**config.mk**
```make
export PLATFORM = sky130hd
export DESIGN_NAME = suii_cell
export DESIGN_NICKNAME = d
export VERILOG_FILES = /design/src/rtl/suii_pkg.sv /design/src/rtl/suii_cell.sv
export SDC_FILE = /design/constraint.sdc
export NUM_CORES = 1
export LEC_CHECK = 0
export BUFFER_PORTS_ARGS = -buffer_cell sky130_fd_sc_hd__buf_4
export CAP_MARGIN = 20
export CORE_ASPECT_RATIO = 1.2
export CORE_MARGIN = 5
export CORE_UTILIZATION = 25
export CTS_CLUSTER_SIZE = 25
export DETAILED_ROUTE_END_ITERATION = 10
export REMOVE_ABC_BUFFERS = 1
export SYNTH_ARGS = -nofsm -noshare
export SYNTH_HDL_FRONTEND = slang
export SYNTH_SLANG_ARGS = --single-unit
```
**constraint.sdc**
```tcl
create_clock -name clock -period 4.7 [get_ports clock]
set_input_delay 0.235 -clock clock [delete_from_list [all_inputs] [get_ports clock]]
set_output_delay 0.235 -clock clock [all_outputs]
set_load 0.02 [all_outputs]
```
**src/rtl/suii_pkg.sv**
```systemverilog
package suii_pkg;

   // default sizing of the row
   localparam int MAX_ENTRIES_DEFAULT = 64;
   localparam int INDEX_WIDTH_DEFAULT = 32;

   // fixed field widths on the ports
   localparam int MODE_WIDTH     = 2;
   localparam int COLUMN_WIDTH   = 32;
   localparam int POSITION_WIDTH = 6;
   localparam int STATUS_WIDTH   = 3;
   localparam int VALUE_WIDTH    = 32;
   localparam int COUNT_WIDTH    = 7;
   localparam int SLOT_WIDTH     = 6;

   // request modes
   localparam logic [MODE_WIDTH-1:0] MODE_INSERT = 2'd0;
   localparam logic [MODE_WIDTH-1:0] MODE_READ   = 2'd1;
   localparam logic [MODE_WIDTH-1:0] MODE_CLEAR  = 2'd2;
   localparam logic [MODE_WIDTH-1:0] MODE_NONE   = 2'd3;

   // response status codes
   localparam logic [STATUS_WIDTH-1:0] STATUS_INSERTED  = 3'd0;
   localparam logic [STATUS_WIDTH-1:0] STATUS_DUPLICATE = 3'd1;
   localparam logic [STATUS_WIDTH-1:0] STATUS_FULL      = 3'd2;
   localparam logic [STATUS_WIDTH-1:0] STATUS_READ_OK   = 3'd3;
   localparam logic [STATUS_WIDTH-1:0] STATUS_READ_OOR  = 3'd4;
   localparam logic [STATUS_WIDTH-1:0] STATUS_CLEARED   = 3'd5;

   // broadcast control from the sequencer to every cell
   typedef struct packed {
      logic compare;   // latch compare flags against the broadcast column
      logic insert;    // shift up and drop the column in at the boundary
   } cell_ctrl_type;

endpackage

```
**src/rtl/suii_cell.sv**
```systemverilog
module suii_cell #(
   parameter int INDEX_WIDTH = suii_pkg::INDEX_WIDTH_DEFAULT,
   parameter int CNT_WIDTH   = 7,
   parameter int CELL_INDEX  = 0
) (
   input  logic                                clock,
   input  suii_pkg::cell_ctrl_type             ctrl,
   input  logic [INDEX_WIDTH-1:0]              col,
   input  logic [suii_pkg::POSITION_WIDTH-1:0] position,
   input  logic [CNT_WIDTH-1:0]                count,
   input  logic [INDEX_WIDTH-1:0]              left_entry,
   input  logic                                left_lt,
   output logic [INDEX_WIDTH-1:0]              entry,
   output logic                                lt,
   output logic                                eq,
   output logic                                hit
);

   localparam int CMP_WIDTH = (CNT_WIDTH > suii_pkg::POSITION_WIDTH) ?
                              CNT_WIDTH : suii_pkg::POSITION_WIDTH;
   localparam logic [CNT_WIDTH-1:0] MY_INDEX = CNT_WIDTH'(CELL_INDEX);
   localparam logic [CMP_WIDTH-1:0] MY_POS   = CMP_WIDTH'(CELL_INDEX);

   logic [INDEX_WIDTH-1:0] entry_ff;
   logic [INDEX_WIDTH-1:0] entry_in;
   logic                   lt_ff;
   logic                   eq_ff;
   logic                   hit_ff;
   logic                   held;
   logic                   less;
   logic                   same;
   logic                   at_pos;

   // cell holds a live entry when it sits below the fill count
   assign held   = MY_INDEX < count;
   assign less   = $signed(entry_ff) < $signed(col);
   assign same   = entry_ff == col;
   assign at_pos = CMP_WIDTH'(position) == MY_POS;

   // cells at or above the boundary take the left neighbor, the boundary takes the column
   always_comb begin
      entry_in = entry_ff;
      if (ctrl.insert && !lt_ff) begin
         entry_in = left_lt ? col : left_entry;
      end
   end

   always_ff @(posedge clock) begin
      entry_ff <= entry_in;
      if (ctrl.compare) begin
         lt_ff  <= held & less;
         eq_ff  <= held & same;
         hit_ff <= held & at_pos;
      end
   end

   assign entry = entry_ff;
   assign lt    = lt_ff;
   assign eq    = eq_ff;
   assign hit   = hit_ff;

endmodule

```
==> impl_metrics.toml, run 1 <==
[synthesis]
yosysTopAreaCell = "edfxtp_1"
synth_cell_types = 29
synthMostInstantiatedCell = "edfxtp_1"
syn_area_sq_um = 2302
yosys-top-cells-count = "35 x edfxtp_1, 33 x mux2_2, 32 x ha_1, 32 x inv_1, 12 x a21oi_1"
seq_area_frac_synth = 0.4565
synth_enable_flop_cells = 35
syn_area_per_cell_sq_um = 12.05
ys_warn_count = 0
synth_ff_type = "edfxtp_1"
synthArstFlopShare = 0
synth.top_cell.area_share = 0.4565
syn_inst = 191
synth_area_leaders = "edfxtp_1 46%, ha_1 17%, mux2_2 16%"
synth-seq-cells = 35

[timing]
fin_crit_sh = 0.4602
maxSlewViolCount = 0
grt_setup_unrepaired = "false"
finalHoldViolCount = 0
relSlewSlack = 0.3531
period_minus_slack_ns = 2.163
fin_tns_setup_ns = 0
fmax_mhz = 462.4
finalSetupViolCount = 0
worstMarginPinSlew_ns = 0.9683
skew_ns = 0.003749

[status]
status = "completed"

[finish]
antenna_cells = 0
final_cell_area_sq_um = 3390
areaGrowthSynthToFinish_pct = 47.23
drive_above_1_share = 0.5097
fill_cells = 941
final_nets = 422

[place]
placed_area_sq_um = 3308
gp_congestion = 0.7577
hpwl_um = 5075
numPortBuffers = 115

[hold_path]
hold_end = "eq$_DFFE_PP_"
holdCritStartpoint = "ctrl[1]"
hold_class = "input port to flop"
min_path_cells = 1

[die]
start_util = 0.2548
die_h_um = 115.1
chipWidth_um = 97.60
io_pins = 116
core_area_sq_um = 9034
rows = 38
dieArea_sq_um = 11240

[setup_path]
cpPeakStageDelay_ns = 0.40
worst-path-max-fanout = 3
cp_data_arrival_time_ns = 2.20
timing.rr.start = "entry[15]$_DFFE_PP_"
end_kind = "flop"
critPathKind = "flop to flop"
slowest_stage = "edfxtp_1"
r2r_cells = 6
cp-start-kind = "flop"
r2r_end = "lt$_DFFE_PP_"
cpLargestDelayFamily = "compound AO/OA/AOI/OAI gates"
required_ns = 4.74
rrSetupSlack_ns = 2.54
crit_buf_inv = 0
crit_chain = "ha_1 > a211o_1 > a31oi_1 > o21ai_0 > o32ai_1 > mux2_2"

[clock_network]
post_cts_buffers = 0
clockBufferDepth = 2
hold_buffers = 0
post_cts_resized = 0
cts_tree = "yes"
cts-root-buf = "clkbuf_8"
clk_latency_ns = 0.28
clk_pin_slew_ns = 0.08
cts_sinks = 35
htree_levels = 2
cts-buffers-inserted = 5

[grt]
first_global_vias = 1985
grt.total_usage = 0.1071
grt.overflow.total = 0
antenna_found_initial = 0
grt_max_degree = 33
grt_pass1_wl_um = 9632

[route]
drt-total-wl_um = 6146
viasPerCell = 4.391
first_pass_iters = 4
route.detailed.drc = 0
initialDrtViolationCount = 47
routedWlPerCell_um = 14.29
vias = 1888
antenna_left = 0

[power]
vdd_drop_max_uv = 111.0
p_leak_nw = 1.577
power.density_nw_per_um2 = 244.2

[job]
max_cap_viol_count = 0
-- power breakdown --
| part | switching (mW) | leakage [nW] | internal [mW] |
|---|---|---|---|
| Clock | 0.115 | 0.0422 | 0.104 |
| Combinational | 0.104 | 1.20 | 0.119 |
| Sequential | 0.0123 | 0.332 | 0.373 |
| Total | 0.231 | 1.58 | 0.596 |
-- cell families after synthesis --
family,Yosys count,share of synthesized area
multiplexers,33,0.1614
adder cells (fa/ha/maj),32,0.1739
buffers and inverters,36,0.05870
AO/OA/AOI/OAI,26,0.06794
flip-flops,35,0.4565
AND/OR/NAND/NOR,29,0.08153
-- sequential cells by signal, indices dropped and copies added, names as in the netlist --
signal / flops
entry: 32
eq: 1
hit: 1
lt: 1
-- cells in the final DEF (no fill, tap or decap) --
master and count:
mux2_2 33, or4_4 1, and4b_2 1, edfxtp_1 35, clkbuf_1 2, inv_1 32
a21o_1 1, clkinv_2 1, nor4_4 1, a2111oi_0 1, o32ai_1 1, nor4_1 2
o21ai_0 5, o211ai_1 1, nor2b_4 1, nor4b_1 1, clkbuf_8 5, a31oi_1 1
and2_1 1, nand2_1 7, or4_1 1, nor2b_1 2, nor2_1 4, nand4_1 5
a211o_1 1, o31a_1 1, o21a_1 1, buf_4 115, a211oi_1 1, and4_1 2
a21oi_1 12, ha_1 32
-- area by class of cell --
type	count	area, sq um	share of cell area
clock buffer	7	76.32	0.02252
clock inverter	1	5.005	0.001477
inverter	32	120.1	0.03544
multi-input combinational	120	1124	0.3315
sequential	35	1051	0.3101
tap	120	150.1	0.04430
timing repair buffer	115	863.3	0.2547
-- per-stage QoR --
| step | util | total power, mW | worst slack (ns) | std cells | hold WS (ns) |
|---|---|---|---|---|---|
| 3_5_place_dp | 0.3662 | 0.6212 | 2.504 | 422 | 0.4666 |
| 2_1_floorplan | - | 0.5019 | 2.311 | 187 | 0.3475 |
| 4_1_cts | 0.3752 | 0.8428 | 2.512 | 430 | 0.1640 |
| 6_report | 0.3752 | 0.8275 | 2.537 | 430 | 0.1744 |
| 5_1_grt | 0.3752 | 0.8799 | 2.406 | 430 | 0.1654 |
| 3_3_place_gp | 0.3662 | 0.6179 | 2.578 | 422 | 0.4707 |
-- routing by layer --
metal	routed length, um	vias up	track usage
met5	0	-	0
met4	49	0	0.02493
met3	526	5	0.04612
met2	3137	70	0.1907
met1	2432	876	0.1190
li1	-	937	-
-- worst register-to-register path: stages, from the launching register on --
cell and delay (ns):
edfxtp_1 0.40, ha_1 0.32, a211o_1 0.26, a31oi_1 0.13, o21ai_0 0.13, o32ai_1 0.31
mux2_2 0.37
-- worst max-delay path by stage --
stage / cells after the start / to / slack, ns / start
3_5_place_dp: 6 / lt$_DFFE_PP_ / 2.50 / entry[15]$_DFFE_PP_
5_1_grt: 6 / lt$_DFFE_PP_ / 2.41 / entry[23]$_DFFE_PP_
3_3_place_gp: 6 / lt$_DFFE_PP_ / 2.58 / entry[15]$_DFFE_PP_
6_report: 6 / lt$_DFFE_PP_ / 2.54 / entry[15]$_DFFE_PP_
2_1_floorplan: 1 / entry[0]$_DFFE_PP_ / 2.31 / lt$_DFFE_PP_
4_1_cts: 6 / lt$_DFFE_PP_ / 2.51 / entry[15]$_DFFE_PP_
No activity file was read; power rests on OpenSTA's default activity.
==> run 2: changes to the inputs <==
==> constraint.sdc (replaced) <==
create_clock -name clock -period 2.2 [get_ports clock]
set_input_delay 0.11 -clock clock [delete_from_list [all_inputs] [get_ports clock]]
set_output_delay 0.11 -clock clock [all_outputs]
set_load 0.02 [all_outputs]
==> impl_metrics.toml, run 2 (synthesis results as in run 1) <==
[finish]
mostFrequentLayoutCell = "buf_4"
antenna_cells = 0
layout_common_cells = "118 x buf_4, 35 x edfxtp_1, 33 x mux2_2"
fin_cells = 434
final_nets = 426
areaGrowthSynthToFinish_pct = 50.38
final_cell_area_sq_um = 3462
drive_above_1_share = 0.5318
largest_reg_flops = 32
final_core_util = 0.3832

[die]
core_area_sq_um = 9034
start_util = 0.2548
die_h_um = 115.1
rows = 38
dieArea_sq_um = 11240
chipWidth_um = 97.60
io_pins = 116

[place]
gp_congestion = 0.7470
hpwl_um = 5152
dp_cells = 425
numPortBuffers = 115
placed_area_sq_um = 3343
post-place-ws_ns = -0.03603

[hold_path]
hold_class = "input port to flop"

[clock_network]
cts_tree = "yes"
clockBufferDepth = 2
hold_buffers = 0
clk_pin_slew_ns = 0.08
htree_levels = 2
clk_latency_ns = 0.29
cts-root-buf = "clkbuf_8"
cts-buffers-inserted = 5
cts_sinks = 35

[grt]
grt_pass1_wl_um = 9666
first_global_vias = 2023
grt.total_usage = 0.1089
antenna_found_initial = 0
grt.overflow.total = 0
grt_max_degree = 33

[route]
first_pass_iters = 4
antenna_left = 0
route.detailed.drc = 0
initialDrtViolationCount = 16
viasPerCell = 4.309
drt-total-wl_um = 6184
vias = 1870
routedWlPerCell_um = 14.25

[timing]
fmax_mhz = 479.1
hold_slack_ns = 0.04506
setup_slack_ns = 0.1126
worstMarginPinSlew_ns = 0.4948
fin_crit_sh = 0.9488
period_minus_slack_ns = 2.087
skew_ns = 0.01147
maxSlewViolCount = 0
relSlewSlack = 0.6694
fin_tns_setup_ns = 0
finalHoldViolCount = 0
finalSetupViolCount = 0

[status]
status = "completed"

[power]
power.density_nw_per_um2 = 515.1
p_leak_nw = 1.608
vdd_drop_max_uv = 240.0
power.total_mw = 1.783

[setup_path]
end_kind = "flop"
cp_data_arrival_time_ns = 2.12
required_ns = 2.23
cp-start-kind = "flop"
worst-path-max-fanout = 3
critPathKind = "flop to flop"

[job]
max_cap_viol_count = 0
-- run 2: what timing repair did --
action,CTS,global route
endpoints found under the setup margin,1,1
pin swaps,1,1
resized for setup,1,4
setup buffers,1,0
-- run 2: cell type report --
type	count	area, sq um
multi-input cells	120	1151
clock inverters	3	15.01
well taps	120	150.1
fillers	919	5572
flip-flops and latches	35	1051
clock buffers	5	68.82
repair buffers	119	905.9
inverters	32	120.1
-- run 2: where the power goes --
| part | total, mW | switching, mW | internal [mW] | leakage [nW] |
|---|---|---|---|---|
| Sequential | 0.822 | 0.0259 | 0.796 | 0.332 |
| Clock | 0.465 | 0.248 | 0.217 | 0.0477 |
| Combinational | 0.496 | 0.229 | 0.267 | 1.23 |
| Total | 1.78 | 0.503 | 1.28 | 1.61 |
-- run 2: critical path: stages (launching register included) --
cell and delay (ns):
edfxtp_1 0.43, ha_4 0.24, a211o_1 0.25, a31oi_1 0.13
o21ai_1 0.12, o32ai_2 0.29, mux2_2 0.37
-- run 2: per-layer routing --
layer  vias up  part of all wire  global-route usage
met2        70              0.51              0.1948
met3         5             0.085             0.04248
li1        946                 -                   -
met5         -                 0                   0
met4         0            0.0087             0.02493
met1       849              0.40              0.1231
-- run 2: path summary, 6_finish.rpt --
kind / startpoint / endpoint / slack (ns) / cells past startpoint
setup / recovery: entry[15]$_DFFE_PP_ / lt$_DFFE_PP_ / 0.11 / 6
hold / removal: ctrl[1] / eq$_DFFE_PP_ / 0.05 / 1
setup reg to reg: entry[15]$_DFFE_PP_ / lt$_DFFE_PP_ / 0.11 / 6
hold reg to reg: lt$_DFFE_PP_ / entry[3]$_DFFE_PP_ / 0.70 / 1
==> run 3: changes to the inputs <==
--- a/config.mk
+++ b/config.mk
@@ -8,8 +8,9 @@
 export BUFFER_PORTS_ARGS = -buffer_cell sky130_fd_sc_hd__buf_4
 export CAP_MARGIN = 20
 export CORE_ASPECT_RATIO = 1.2
-export CORE_MARGIN = 5
+export CORE_MARGIN = 1.5
 export CORE_UTILIZATION = 25
+export CTS_BUF_LIST = sky130_fd_sc_hd__clkbuf_8
 export CTS_CLUSTER_SIZE = 25
 export DETAILED_ROUTE_END_ITERATION = 10
 export REMOVE_ABC_BUFFERS = 1
==> constraint.sdc (replaced) <==
create_clock -name clock -period 2.19 [get_ports clock]
set_input_delay 0.1095 -clock clock [delete_from_list [all_inputs] [get_ports clock]]
set_output_delay 0.1095 -clock clock [all_outputs]
set_load 0.02 [all_outputs]
==> impl_metrics.toml, run 3 (synthesis results as in run 1) <==
[power]
sequentialPowerShare = 0.465
p_int_mw = 1.280
vdd_drop_max_uv = 247.3
switching_share = 0.2803
power.density_nw_per_um2 = 514.9
p_comb_frac = 0.277
pwr-share-clk = 0.258
p_leak_nw = 1.611
power.switching_mw = 0.4985

[finish]
antenna_cells = 0
layout_common_cells = "118 x buf_4, 35 x edfxtp_1, 34 x inv_1"
fill_cells = 913
areaGrowthSynthToFinish_pct = 50.00
final_nets = 426
final_cell_area_sq_um = 3453
largest_reg_flops = 32
drive_above_1_share = 0.5223
mostFrequentLayoutCell = "buf_4"
fin_cells = 434

[route]
first_pass_iters = 4
initialDrtViolationCount = 39
viasPerCell = 4.293
route.detailed.drc = 0
routedWlPerCell_um = 13.43
drt-total-wl_um = 5829
antenna_left = 0
vias = 1863

[setup_path]
worst-path-max-fanout = 3
end_kind = "flop"
cp-start-kind = "flop"
cp_data_arrival_time_ns = 2.08
critPathKind = "flop to flop"
required_ns = 2.23

[clock_network]
htree_levels = 2
clk_latency_ns = 0.29
cts_tree = "yes"
clk_pin_slew_ns = 0.07
clockBufferDepth = 2
cts-buffers-inserted = 5
cts_sinks = 35
cts-root-buf = "clkbuf_8"

[timing]
worstMarginPinSlew_ns = 0.4460
grt_setup_unrepaired = "false"
maxSlewViolCount = 0
finalHoldViolCount = 0
fin_crit_sh = 0.9309
finalSetupViolCount = 0
fmax_mhz = 490.5
period_minus_slack_ns = 2.039
skew_ns = 0.005151
relSlewSlack = 0.7027

[die]
chipWidth_um = 90.60
start_util = 0.2562
die_h_um = 108.1
core_area_sq_um = 8986
rows = 38
io_pins = 116
dieArea_sq_um = 9796

[place]
dp_cells = 425
placed_area_sq_um = 3343
numPortBuffers = 115
hpwl_um = 4712
gp_congestion = 0.7175

[grt]
grt.overflow.total = 0
grt.total_usage = 0.1192
grt_pass1_wl_um = 9094
first_global_vias = 1977
grt_max_degree = 33
antenna_found_initial = 0

[hold_path]
hold_class = "input port to flop"

[job]
max_cap_viol_count = 0

[status]
status = "completed"
## run 3: cell count changes in the layout (fill, tap and decap cells not counted)
cell | before | now
clkinv_2 | 3 | 1
nor4_1 | 1 | 2
nor4_2 | 1 | 0
inv_1 | 32 | 34
## run 3: layout make-up
| cell class | instances | area (sq um) | area share |
|---|---|---|---|
| Clock inverter | 3 | 12.51 | 0.003623 |
| Clock buffer | 5 | 68.82 | 0.01993 |
| Multi-Input combinational cell | 120 | 1145 | 0.3315 |
| Sequential cell | 35 | 1051 | 0.3043 |
| Tap cell | 120 | 150.1 | 0.04348 |
| Inverter | 32 | 120.1 | 0.03478 |
| Timing Repair Buffer | 119 | 905.9 | 0.2623 |
## run 3: per-layer routing
metal,wire (um),global-route usage,vias up
met4,108,0.04422,0
met3,368,0.03305,7
met5,0,0,-
met2,2991,0.2197,68
met1,2360,0.1299,840
li1,-,-,948
## run 3: path summary, 6_finish.rpt
path	from	endpoint	slack [ns]	cells past startpoint
worst min register to register	lt$_DFFE_PP_	entry[0]$_DFFE_PP_	0.72	1
worst max register to register	entry[7]$_DFFE_PP_	lt$_DFFE_PP_	0.15	6
worst min-delay path	ctrl[1]	lt$_DFFE_PP_	0.05	1
worst max-delay path	entry[7]$_DFFE_PP_	lt$_DFFE_PP_	0.15	6
## run 3: stage by stage
step	setup TNS, ns	utilization	total power, mW	hold WS [ns]	worst slack (ns)
floorplan	-6.383	-	1.077	0.2220	-0.1995
global placement	0	0.3720	1.330	0.3375	0.06669
detailed placement	0	0.3720	1.337	0.3364	0.01907
CTS	0	0.3811	1.809	0.03273	0.003132
global route	0	0.3843	1.880	0.03799	0.002528
finish	0	0.3843	1.778	0.04615	0.1513
## run 3: critical path, cell delays in order, from the launching register on
cell	delay [ns]
edfxtp_1	0.40
ha_1	0.33
a21oi_1	0.16
o21ai_0	0.11
and2_1	0.18
o32ai_2	0.26
mux2_2	0.36
## run 3: what timing repair did
action,4_1_cts,5_1_grt
gates resized for setup,0,4
endpoints found under the setup margin,0,1
buffers inserted,0,1
hold buffers,0,0
## run 3: power by group through the flow
stage	registers (mW)	logic (mW)	clock network [mW]
detailed placement	0.842	0.495	0
finish	0.826	0.493	0.459
global placement	0.839	0.491	0
floorplan	0.895	0.182	0
CTS	0.827	0.498	0.484
global route	0.833	0.549	0.499
